## src/hw/rtl/sah_split_search_top_macros.svh

```systemverilog
// Shared assertion macros for the split search block.
// Both macros sample on clk and are disabled while rst_n is low.
`ifndef SAH_SPLIT_SEARCH_TOP_MACROS_SVH
`define SAH_SPLIT_SEARCH_TOP_MACROS_SVH

// Same-cycle implication check.
`define SAH_CHK_IMP(lbl, ante, cons) \
  lbl: assert property (@(posedge clk) disable iff (!rst_n) (ante) |-> (cons)) \
    else $error("sah_split_search: same-cycle check failed");

// Next-cycle implication check.
`define SAH_CHK_NXT(lbl, ante, cons) \
  lbl: assert property (@(posedge clk) disable iff (!rst_n) (ante) |=> (cons)) \
    else $error("sah_split_search: next-cycle check failed");

`endif

```

## src/hw/rtl/sah_pkg.sv

```systemverilog
`timescale 1ns / 1ps

package sah_pkg;

  localparam int MAX_BOXES  = 256;
  localparam int COORD_BITS = 16;
  localparam int AW         = $clog2(MAX_BOXES);
  localparam int CW         = AW + 1;
  localparam int EXT_W      = COORD_BITS;
  localparam int PROD_W     = 2 * COORD_BITS;
  localparam int AREA_W     = PROD_W + 3;
  localparam int NUM_W      = AREA_W + CW;
  localparam int FRAC_BITS  = 16;
  localparam int DIV_W      = NUM_W + FRAC_BITS;
  localparam int KW         = $clog2(DIV_W);
  localparam int KEY_W      = COORD_BITS + 1;
  localparam int POS_W      = 18;
  localparam int COST_W     = 25;
  localparam int CFG_ADDR_W = 2;
  localparam int CFG_DATA_W = 2;

  localparam logic [CFG_ADDR_W-1:0] REG_SPLIT_AXIS = 2'd0;
  localparam logic [CFG_ADDR_W-1:0] REG_THREE_DIM  = 2'd1;

  typedef struct packed {
    logic signed [COORD_BITS-1:0] lo_x;
    logic signed [COORD_BITS-1:0] lo_y;
    logic signed [COORD_BITS-1:0] lo_z;
    logic signed [COORD_BITS-1:0] hi_x;
    logic signed [COORD_BITS-1:0] hi_y;
    logic signed [COORD_BITS-1:0] hi_z;
  } box_t;

  typedef enum logic [4:0] {
    OP_NOP, OP_LOAD, OP_START,
    OP_RK_RDI, OP_RK_KI, OP_RK_RDJ, OP_RK_CMP, OP_RK_WR,
    OP_SF_INIT, OP_SF_ORD, OP_SF_BOX, OP_SF_MRG,
    OP_AR_EXT, OP_AR_P0, OP_AR_P1, OP_AR_P2, OP_AR_SUM,
    OP_SW_INIT, OP_SW_ORD, OP_SW_BOX, OP_SW_GET, OP_SW_FIRST,
    OP_NUM0, OP_NUM1, OP_CMP, OP_SW_NEXT,
    OP_DV_INIT, OP_DV_STEP, OP_EMIT, OP_EMIT_NS
  } dp_op_t;

  typedef enum logic [1:0] {
    CTX_AP, CTX_AL, CTX_AR
  } area_ctx_t;

  typedef struct packed {
    dp_op_t    op;
    area_ctx_t ctx;
  } dp_cmd_t;

  typedef struct packed {
    logic n_lt2;
    logic i_last;
    logic i_zero;
    logic j_last;
    logic k_zero;
    logic ap_zero;
    logic out_free;
  } dp_sts_t;

  // Centroid sum of a box on one axis.
  function automatic logic signed [KEY_W-1:0] box_key(input box_t b, input logic [1:0] ax);
    logic signed [KEY_W-1:0] k;
    case (ax)
      2'd0:    k = {b.lo_x[COORD_BITS-1], b.lo_x} + {b.hi_x[COORD_BITS-1], b.hi_x};
      2'd1:    k = {b.lo_y[COORD_BITS-1], b.lo_y} + {b.hi_y[COORD_BITS-1], b.hi_y};
      default: k = {b.lo_z[COORD_BITS-1], b.lo_z} + {b.hi_z[COORD_BITS-1], b.hi_z};
    endcase
    return k;
  endfunction

  // Union of two boxes.
  function automatic box_t box_merge(input box_t a, input box_t b);
    box_t m;
    m.lo_x = (b.lo_x < a.lo_x) ? b.lo_x : a.lo_x;
    m.lo_y = (b.lo_y < a.lo_y) ? b.lo_y : a.lo_y;
    m.lo_z = (b.lo_z < a.lo_z) ? b.lo_z : a.lo_z;
    m.hi_x = (b.hi_x > a.hi_x) ? b.hi_x : a.hi_x;
    m.hi_y = (b.hi_y > a.hi_y) ? b.hi_y : a.hi_y;
    m.hi_z = (b.hi_z > a.hi_z) ? b.hi_z : a.hi_z;
    return m;
  endfunction

  // Extent of one axis; a negative extent counts as zero.
  function automatic logic [EXT_W-1:0] box_ext(input logic signed [COORD_BITS-1:0] lo,
                                               input logic signed [COORD_BITS-1:0] hi);
    logic [COORD_BITS:0] d;
    d = {hi[COORD_BITS-1], hi} - {lo[COORD_BITS-1], lo};
    return d[COORD_BITS] ? '0 : d[EXT_W-1:0];
  endfunction

endpackage

```

## src/hw/rtl/sah_ctrl.sv

```systemverilog
`timescale 1ns / 1ps

module sah_ctrl
  import sah_pkg::*;
(
  input  logic    clk,
  input  logic    rst_n,
  input  logic    in_valid,
  input  logic    in_last_box,
  output logic    in_stall,
  input  dp_sts_t sts,
  output dp_cmd_t cmd
);

  typedef enum logic [4:0] {
    S_IDLE, S_START, S_NCHK,
    S_RK_RDI, S_RK_KI, S_RK_RDJ, S_RK_CMP, S_RK_WR,
    S_SF_INIT, S_SF_ORD, S_SF_BOX, S_SF_MRG,
    S_AR_EXT, S_AR_P0, S_AR_P1, S_AR_P2, S_AR_SUM, S_AP_CHK,
    S_SW_INIT, S_SW_ORD, S_SW_BOX, S_SW_GET, S_SW_FIRST,
    S_NUM0, S_NUM1, S_CMP, S_SW_NEXT,
    S_DV_INIT, S_DV_STEP, S_EMIT, S_EMIT_NS
  } state_t;

  state_t    state_r;
  area_ctx_t ctx_r;

  // Boxes are taken only while the block waits for a set.
  assign in_stall = (state_r != S_IDLE);

  // State register and the area context that selects where an area goes.
  always_ff @(posedge clk) begin
    if (!rst_n) begin
      state_r <= S_IDLE;
      ctx_r   <= CTX_AP;
    end else begin
      unique case (state_r)
        S_IDLE:     if (in_valid && in_last_box) state_r <= S_START;
        S_START:    state_r <= S_NCHK;
        S_NCHK:     state_r <= sts.n_lt2 ? S_EMIT_NS : S_RK_RDI;
        S_RK_RDI:   state_r <= S_RK_KI;
        S_RK_KI:    state_r <= S_RK_RDJ;
        S_RK_RDJ:   state_r <= S_RK_CMP;
        S_RK_CMP:   state_r <= sts.j_last ? S_RK_WR : S_RK_RDJ;
        S_RK_WR:    state_r <= sts.i_last ? S_SF_INIT : S_RK_RDI;
        S_SF_INIT:  state_r <= S_SF_ORD;
        S_SF_ORD:   state_r <= S_SF_BOX;
        S_SF_BOX:   state_r <= S_SF_MRG;
        S_SF_MRG: begin
          if (sts.i_zero) begin
            ctx_r   <= CTX_AP;
            state_r <= S_AR_EXT;
          end else begin
            state_r <= S_SF_ORD;
          end
        end
        S_AR_EXT:   state_r <= S_AR_P0;
        S_AR_P0:    state_r <= S_AR_P1;
        S_AR_P1:    state_r <= S_AR_P2;
        S_AR_P2:    state_r <= S_AR_SUM;
        S_AR_SUM: begin
          unique case (ctx_r)
            CTX_AP: state_r <= S_AP_CHK;
            CTX_AL: begin
              ctx_r   <= CTX_AR;
              state_r <= S_AR_EXT;
            end
            default: state_r <= S_NUM0;
          endcase
        end
        S_AP_CHK:   state_r <= sts.ap_zero ? S_EMIT_NS : S_SW_INIT;
        S_SW_INIT:  state_r <= S_SW_ORD;
        S_SW_ORD:   state_r <= S_SW_BOX;
        S_SW_BOX:   state_r <= S_SW_GET;
        S_SW_GET: begin
          if (sts.i_zero) begin
            state_r <= S_SW_FIRST;
          end else begin
            ctx_r   <= CTX_AL;
            state_r <= S_AR_EXT;
          end
        end
        S_SW_FIRST: state_r <= S_SW_ORD;
        S_NUM0:     state_r <= S_NUM1;
        S_NUM1:     state_r <= S_CMP;
        S_CMP:      state_r <= S_SW_NEXT;
        S_SW_NEXT:  state_r <= sts.i_last ? S_DV_INIT : S_SW_ORD;
        S_DV_INIT:  state_r <= S_DV_STEP;
        S_DV_STEP:  state_r <= sts.k_zero ? S_EMIT : S_DV_STEP;
        S_EMIT:     if (sts.out_free) state_r <= S_IDLE;
        S_EMIT_NS:  if (sts.out_free) state_r <= S_IDLE;
        default:    state_r <= S_IDLE;
      endcase
    end
  end

  // Command decode for the datapath.
  always_comb begin
    cmd.ctx = ctx_r;
    unique case (state_r)
      S_IDLE:     cmd.op = in_valid ? OP_LOAD : OP_NOP;
      S_START:    cmd.op = OP_START;
      S_RK_RDI:   cmd.op = OP_RK_RDI;
      S_RK_KI:    cmd.op = OP_RK_KI;
      S_RK_RDJ:   cmd.op = OP_RK_RDJ;
      S_RK_CMP:   cmd.op = OP_RK_CMP;
      S_RK_WR:    cmd.op = OP_RK_WR;
      S_SF_INIT:  cmd.op = OP_SF_INIT;
      S_SF_ORD:   cmd.op = OP_SF_ORD;
      S_SF_BOX:   cmd.op = OP_SF_BOX;
      S_SF_MRG:   cmd.op = OP_SF_MRG;
      S_AR_EXT:   cmd.op = OP_AR_EXT;
      S_AR_P0:    cmd.op = OP_AR_P0;
      S_AR_P1:    cmd.op = OP_AR_P1;
      S_AR_P2:    cmd.op = OP_AR_P2;
      S_AR_SUM:   cmd.op = OP_AR_SUM;
      S_SW_INIT:  cmd.op = OP_SW_INIT;
      S_SW_ORD:   cmd.op = OP_SW_ORD;
      S_SW_BOX:   cmd.op = OP_SW_BOX;
      S_SW_GET:   cmd.op = OP_SW_GET;
      S_SW_FIRST: cmd.op = OP_SW_FIRST;
      S_NUM0:     cmd.op = OP_NUM0;
      S_NUM1:     cmd.op = OP_NUM1;
      S_CMP:      cmd.op = OP_CMP;
      S_SW_NEXT:  cmd.op = OP_SW_NEXT;
      S_DV_INIT:  cmd.op = OP_DV_INIT;
      S_DV_STEP:  cmd.op = OP_DV_STEP;
      S_EMIT:     cmd.op = OP_EMIT;
      S_EMIT_NS:  cmd.op = OP_EMIT_NS;
      default:    cmd.op = OP_NOP;
    endcase
  end

endmodule

```

## config.mk

```make
export PLATFORM = sky130hd
export DESIGN_NAME = sah_ctrl
export DESIGN_NICKNAME = d
export VERILOG_FILES = /design/src/hw/rtl/sah_split_search_top_macros.svh /design/src/hw/rtl/sah_pkg.sv /design/src/hw/rtl/sah_ctrl.sv
export SDC_FILE = /design/constraint.sdc
export NUM_CORES = 1
export LEC_CHECK = 0
export ABC_AREA = 0
export BUFFER_PORTS_ARGS = -buffer_cell sky130_fd_sc_hd__buf_2
export CAP_MARGIN = 5
export CORE_UTILIZATION = 50
export DETAILED_ROUTE_END_ITERATION = 10
export GPL_TIMING_DRIVEN = 0
export PLACE_DENSITY = 0.74
export RECOVER_POWER = 100
export SKIP_LAST_GASP = 1
export SYNTH_ARGS = -nofsm -noshare
export SYNTH_HDL_FRONTEND = slang
export SYNTH_SLANG_ARGS = --single-unit
export TNS_END_PERCENT = 100
```

## constraint.sdc

```tcl
create_clock -name clk -period 2.88 [get_ports clk]
set_clock_uncertainty 0.2 [all_clocks]
set_input_delay 0.432 -clock clk [delete_from_list [all_inputs] [get_ports clk]]
set_output_delay 0.432 -clock clk [all_outputs]
set_load 0.01 [all_outputs]
```

## Word-level counts from Yosys, hierarchy flattened

Cells that the tools add are included.

- Equality and inequality tests: 36
- Reductions and logical operators: 9
- Muxes and demuxes: 18

Operator list:

| cell | count |
|---|---|
| $pmux W5 S29 | 2 |
| $eq A5 B5 Y1 const B | 15 |
| $eq A5 B4 Y1 const B | 8 |
| $eq A5 B3 Y1 const B | 4 |
| $mux W5 | 4 |
| $mux W4 | 3 |
| $eq A5 B2 Y1 const B | 2 |
| $pmux W5 S2 | 1 |
| $mux W2 | 4 |
| $ne A2 B2 Y1 const B | 3 |
| $pmux W2 S3 | 1 |
| $eq A5 B1 Y1 const B | 1 |
| $logic_not A5 Y1 | 1 |
| $reduce_bool A5 Y1 | 1 |
| $ne A2 B1 Y1 const B | 2 |
| $reduce_and A4 Y1 | 1 |
| $reduce_or A2 Y1 | 2 |
| $mux W3 | 1 |
| $reduce_bool A3 Y1 | 1 |
| $eq A2 B1 Y1 const B | 1 |
| $logic_not A2 Y1 | 1 |
| $mux W1 | 2 |
| $reduce_and A2 Y1 | 1 |
| $logic_and A1 B1 Y1 | 1 |

- Output and inout port bits: 8
- Input bits: 11
- Word-level logic and storage cells: 65
- Register bits: 7

## Longest topological paths before layout

Gate-level depths: netlist (run 1).

- Depth in word-level cells: 4
- Mapped depth: 6
- Gate-level depth less buffers: 4

## Worst setup path before layout (run 1)

Ideal clock, no wire load.

- Path type: register to output
- From: reg state_r[2]
- To: out cmd[2] (netlist name)
- Arrival: 1340 ps
- Stages on the path, launching flop included: 6
- Path slack: 908 ps
- Path through: dfxtp_1 > buf_6 > or3_4 > nor3b_1 > a21oi_1 > o22ai_1

RTL lines:

| element | line | RTL |
|---|---|---|
| start: declaration | sah_ctrl.sv:25 | `state_t state_r;` |
| start signal: assignment | sah_ctrl.sv:40 | `S_NCHK: state_r <= sts.n_lt2 ? S_EMIT_NS : S_RK_RDI;` |
| start signal: assignment | sah_ctrl.sv:44 | `S_RK_CMP: state_r <= sts.j_last ? S_RK_WR : S_RK_RDJ;` |
| start signal: assignment | sah_ctrl.sv:45 | `S_RK_WR: state_r <= sts.i_last ? S_SF_INIT : S_RK_RDI;` |
| end: declaration | sah_ctrl.sv:12 | `output dp_cmd_t cmd` |

==> impl_metrics.json, run 1 <==
{
  "synth_warnings": 0,
  "die-area_um2": 2190,
  "clockBufferDepth": 2,
  "place.gp.congestion": 0.942,
  "cts_hold_buf": 0,
  "end_kind": "output port",
  "antenna_found_initial": 0,
  "diodes": 0,
  "multi_input_area_um2": 703,
  "rsz0062_at_grt": "false",
  "hold_class": "in2reg",
  "post-place-cells": 178,
  "wl_per_cell_um": 16.4,
  "start_util_pct": 55.7,
  "first_pass_iters": 4,
  "clk_latency_ns": 0.24,
  "start_kind": "flop",
  "die_y_um": 46.8,
  "total_power_uw": 917,
  "yosys.cell_types.count": 51,
  "vias": 1157,
  "ctsResizeCount": 0,
  "ir_worst_vdd_mv": 0.502,
  "final-seq-area_um2": 140,
  "grt_pass1_wl_mm": 4.92,
  "postRouteWirelength_mm": 2.99,
  "synth-seq-area-share_pct": 14.0,
  "fill_cells": 193,
  "ant_nets": 0,
  "nNetsFinal": 169,
  "syn-num-nets": 146,
  "synth-seq-cells": 7,
  "grt_usage_pct": 31.6,
  "path_clk_slew_ns": 0.04,
  "grt_pass1_vias": 1090,
  "p_leak_uw": 0.000437,
  "core_um2": 1800,
  "tightest_slew_ns": 0.689,
  "maxCapViolCount": 0,
  "cts_num_sinks": 7,
  "finalHoldViolations": 0,
  "final-max-slew-violation-count": 0,
  "synth_ff_type": "dfxtp_1",
  "syn2layout_area_growth_pct": 12.5,
  "portBuffers": 18,
  "numCtsBuffers": 3,
  "dr.first_iter.drc_count": 48,
  "htreeDepth": 1,
  "post-route-period-util_pct": 87.8,
  "layout_common_cells": "17 x buf_2, 13 x nand2_1, 11 x o21ai_0",
  "hold_path_startpoint": "rst_n",
  "root_buffer": "clkbuf_4",
  "synth-async-reset-ratio_pct": 0,
  "grt_max_degree": 11,
  "worstSetupPathType": "reg2out",
  "cts_tree": "yes",
  "crit_arrival_ns": 1.90,
  "post-cts-setup-buffers": 0,
  "tns_ns": 0,
  "worstSetupStartpoint": "state_r[2]",
  "num_rows": 15,
  "fin_crit_ns": 2.53,
  "drive_gt1_share_pct": 26.1,
  "overflow": 0,
  "final_common_cell": "buf_2",
  "num_io_pins": 19,
  "die_x_um": 46.8,
  "powerDensity_nw_per_um2": 813,
  "outcome": "complete, no violations",
  "routed_via_density": 6.36,
  "drc": 0,
  "synth_edf_count": 0,
  "hpwl_mm": 2.26,
  "crit_fanout": 10,
  "netlist_area_um2": 1000,
  "synth_cells": 135,
  "slew_headroom_pct": 53.7,
  "setup_viol": 0,
  "critPathRequiredTime_ns": 2.25,
  "instances_no_fill": 182,
  "fmax_mhz": 395,
  "r2r-start": "state_r[2]",
  "syn_area_per_cell_um2": 7.43
}
-- area by class of cell --
class                      instances  share of cell area (%)
clock buffer                       4                    2.33
multi-input combinational        109                    62.3
inverter                           5                    1.66
sequential                         7                    12.4
tap                               25                    2.77
buffer                            14                    11.1
timing repair buffer              18                    7.43
-- power by group --
group          internal (µW)  total (µW)  switching (µW)
logic                    299         691             392
registers                119         145            25.4
clock network           52.4        81.2            28.8
total                    471         917             447
-- state kept, by name (all words and copies together) (netlist names) --
name	flops
ctx_r	2
state_r	5
-- worst max-delay path: stages, from the launching register on --
cell and delay, ns:
dfxtp_1 0.35, clkbuf_1 0.28, or3_4 0.47, nor3b_1 0.20, a21oi_1 0.06, o22ai_1 0.14, buf_2 0.15
-- worst paths after layout --
check / slack [ns] / to / cells past startpoint
worst max register to register: 0.77 / state_r[4] / 5
worst max-delay path: 0.35 / cmd[2] / 6
worst min register to register: 0.36 / ctx_r[0] / 2
worst min-delay path: 0.28 / state_r[2] / 2
-- routing by layer --
metal	track usage, %	wire (µm)
met4	11.4	0
met2	50.8	1470
met1	42.9	1290
met5	0	0
met3	4.62	233
-- synthesized netlist by cell type, types with 2 or more instances --
| master | count | area share [%] |
|---|---|---|
| buf_2 | 4 | 2.0 |
| nand3b_1 | 2 | 1.5 |
| nor2_1 | 7 | 2.6 |
| nand3_1 | 5 | 2.5 |
| nor3b_1 | 2 | 1.5 |
| o21ai_0 | 10 | 5.0 |
| nor3_1 | 4 | 2.0 |
| a21boi_0 | 2 | 1.5 |
| dfxtp_1 | 7 | 14 |
| a21oi_1 | 10 | 5.0 |
| o22ai_1 | 4 | 2.5 |
| nand2b_1 | 5 | 3.1 |
| a31oi_1 | 2 | 1.2 |
| a32oi_1 | 2 | 1.7 |
| clkbuf_8 | 4 | 5.5 |
| nor4b_1 | 3 | 2.6 |
| buf_6 | 4 | 4.5 |
| nor2b_1 | 2 | 1.2 |
| and4bb_2 | 2 | 2.5 |
| nand2_1 | 13 | 4.9 |
| a211oi_1 | 4 | 3.0 |
| inv_1 | 5 | 1.9 |
| o32ai_1 | 2 | 1.7 |
| a41oi_1 | 3 | 2.6 |
-- through the flow --
step | worst slack [ns] | hold WS, ns | cell area [µm²] | util (%)
detailed placement | 0.764 | 0.354 | 1120 | 62.4
global placement | 0.758 | 0.337 | 1120 | 62.4
global route | 0.216 | 0.272 | 1130 | 62.6
CTS | 0.492 | 0.271 | 1150 | 63.9
floorplan | 0.908 | 0.336 | 1000 | -
finish | 0.350 | 0.283 | 1130 | 62.6
-- kinds of logic (layout without fill, tap and decap cells) --
logic type / Yosys count / count (layout) / synth area share (%)
compound gates: 50 / 50 / 34.7
buf+inv: 19 / 41 / 15.1
flops: 7 / 7 / 14.0
mux: 1 / 1 / 1.12
simple gates: 58 / 58 / 35.2
Power figures use the tool's default switching activity.
==> run 2, diff against run 1 <==
- CORE_MARGIN: not set -> 10
- CORE_UTILIZATION: 50 -> 49
- CTS_CLUSTER_SIZE: not set -> 40
- PLACE_DENSITY: 0.74 -> 0.76
- clock period: 2.88 -> 2.1 ns (I/O delays scaled with it)
==> run 2 against run 1 <==
The run now ends with negative setup slack left. Critical endpoint unchanged. Register-to-register slack worse by 0.60 ns. Largest cell class unchanged. Total power grew 57%. Final cell count grew 4.4%. Routed wire length grew 9.8%. Clock-buffer cell count unchanged. Core utilization increased by 0.56 points. Critical path type unchanged. Cell area up 9.9%. Setup slack lost 0.40 ns. Highest routed layer is now met4. Worst hold slack worse by 0.15 ns. Combinational power rose by 56%. Clock power up 61%.
==> impl_metrics.json, run 2 (synthesis results as in run 1) <==
{
  "root_buffer": "clkbuf_4",
  "die_y_um": 65.3,
  "place.gp.congestion": 0.916,
  "cts_tree": "yes",
  "worstReg2RegEnd": "state_r[4]",
  "violations": "negative setup slack",
  "clk_latency_ns": 0.26,
  "p_leak_uw": 0.000501,
  "die_x_um": 65.3,
  "slowest_delay_ns": 0.40,
  "worstSetupStartpoint": "state_r[1]",
  "multi_input_area_um2": 729,
  "utilization_pct": 63.2,
  "path_cells": "buf_6, or3_4, nor3b_2, a21oi_1, o22ai_1, buf_2",
  "intPower_uw": 754,
  "post-route-period-util_pct": 103,
  "hold_class": "in2reg",
  "r2r-start": "state_r[1]",
  "hpwl_mm": 2.32,
  "fmax_mhz": 464,
  "postRouteWirelength_mm": 3.28,
  "fin_crit_ns": 2.15,
  "max_flop_register": "state_r",
  "r2r_setup_slack_ns": 0.17,
  "layout_common_cells": "18 x buf_2, 12 x nand2_1, 10 x a21oi_1",
  "end_kind": "output port",
  "total_power_uw": 1440,
  "final-max-slew-violation-count": 0,
  "num_rows": 16,
  "critPathRequiredTime_ns": 1.58,
  "powerDensity_nw_per_um2": 1160,
  "vias": 1219,
  "crit_arrival_ns": 1.64,
  "drive_gt1_share_pct": 38.0,
  "crit_fanout": 3,
  "setup_slack_ns": -0.0536,
  "grt_usage_pct": 15.4,
  "slew_headroom_pct": 68.5,
  "switching_share_pct": 47.5,
  "ir_worst_vdd_mv": 0.541,
  "path_delay_family": "simple AND/OR/NAND/NOR gates",
  "outcome": "complete, but fails checks",
  "maxCapViolCount": 0,
  "largest_reg_flops": 5,
  "grt_pass1_vias": 1226,
  "diodes": 0,
  "first_pass_iters": 4,
  "switching_power_uw": 682,
  "seqPwrFrac_pct": 15.3,
  "grt_pass1_wl_mm": 5.44,
  "drc": 0,
  "final-seq-area_um2": 151,
  "fill_cells": 191,
  "worst_path_max_delay_cell": "or3_4",
  "numCtsBuffers": 3,
  "cts_num_sinks": 7,
  "path_buf_inv": 2,
  "cts_hold_buf": 0,
  "ant_nets": 0,
  "wl_per_cell_um": 17.3,
  "holdWs_ns": 0.138,
  "antenna_found_initial": 0,
  "path_clk_slew_ns": 0.06,
  "portBuffers": 18,
  "htreeDepth": 1,
  "final_common_cell": "buf_2",
  "worstSetupEndpoint": "cmd[2]",
  "rsz0062_at_grt": "true",
  "grt_max_degree": 11,
  "syn2layout_area_growth_pct": 23.6,
  "worstSetupPathType": "reg2out",
  "routed_via_density": 6.42,
  "start_util_pct": 51.1,
  "setup_viol": 1,
  "dr.first_iter.drc_count": 106,
  "clkPwrFrac_pct": 9.2,
  "overflow": 0,
  "core_um2": 1960,
  "clockBufferDepth": 2,
  "finalHoldViolations": 0,
  "top_regs": "state_r: 5 flops, ctx_r: 2 flops",
  "start_kind": "flop",
  "num_io_pins": 19,
  "combPwrFrac_pct": 75.5,
  "die-area_um2": 4260,
  "path_depth": 6,
  "nNetsFinal": 175,
  "r2r_cells": 6,
  "tightest_slew_ns": 0.469
}
run 2: cell types whose count changed in the layout (fill, tap and decap cells not counted), moves of 2 or more:
cell | before | now
buf_4 | 1 | 9
dfxtp_4 | 0 | 2
clkbuf_1 | 7 | 3
dfxtp_2 | 0 | 3
dfxtp_1 | 7 | 2
o21ai_1 | 0 | 2
o21ai_0 | 11 | 8
run 2: timing repair:
| action | in CTS | in global routing |
|---|---|---|
| gates resized for setup | 9 | 11 |
| setup buffers | 5 | 3 |
| pin swaps | 4 | 4 |
| endpoints found under the setup margin | 4 | 4 |
run 2: worst min path at each step:
stage | startpoint | to | slack [ns] | cells past startpoint
final | rst_n | state_r[3] | 0.14 | 2
after global routing | rst_n | state_r[4] | 0.14 | 2
after CTS | rst_n | state_r[0] | 0.14 | 3
after detailed placement | ctx_r[1] | ctx_r[1] | 0.34 | 2
after global placement | ctx_r[0] | ctx_r[0] | 0.33 | 2
after floorplan | rst_n | state_r[4] | 0.24 | 1
run 2: per-layer routing:
| metal | global-route usage (%) | vias up | share of wire (%) |
|---|---|---|---|
| li1 | - | 574 | - |
| met1 | 18.1 | 542 | 41 |
| met2 | 24.9 | 85 | 46 |
| met3 | 2.54 | 18 | 9.1 |
| met4 | 10.7 | 0 | 4.0 |
| met5 | 0 | - | 0 |
run 2: cell type report:
type,instances,area share [%]
clock buffer,4,2.12
tap,27,2.72
sequential,7,12.2
inverter,5,1.51
buffer,12,10.7
multi-input combinational,109,58.8
timing repair buffer,26,11.9
run 2: power groups by stage:
| stage | sequential, µW | combinational, µW | clock (µW) |
|---|---|---|---|
| global route | 224 | 1170 | 144 |
| CTS | 198 | 1040 | 134 |
| floorplan | 193 | 723 | 0 |
| detailed placement | 203 | 949 | 0 |
| global placement | 199 | 946 | 0 |
| finish | 220 | 1080 | 131 |
run 2: stage by stage:
step	area, µm²	setup WS, ns	setup TNS [ns]	std cells
after CTS	1210	-0.0657	-0.0657	188
after global placement	1130	0.109	0	180
after global routing	1240	-0.116	-0.230	190
final	1240	-0.0536	-0.0536	190
after floorplan	1000	0.245	0	135
after detailed placement	1130	0.0794	0	180
run 2: worst reg2reg max path: stages (launching register included):
cell,delay [ns]
dfxtp_2,0.32
buf_6,0.11
buf_4,0.16
nor3_2,0.43
a211oi_1,0.13
a21boi_0,0.17
o31a_1,0.29
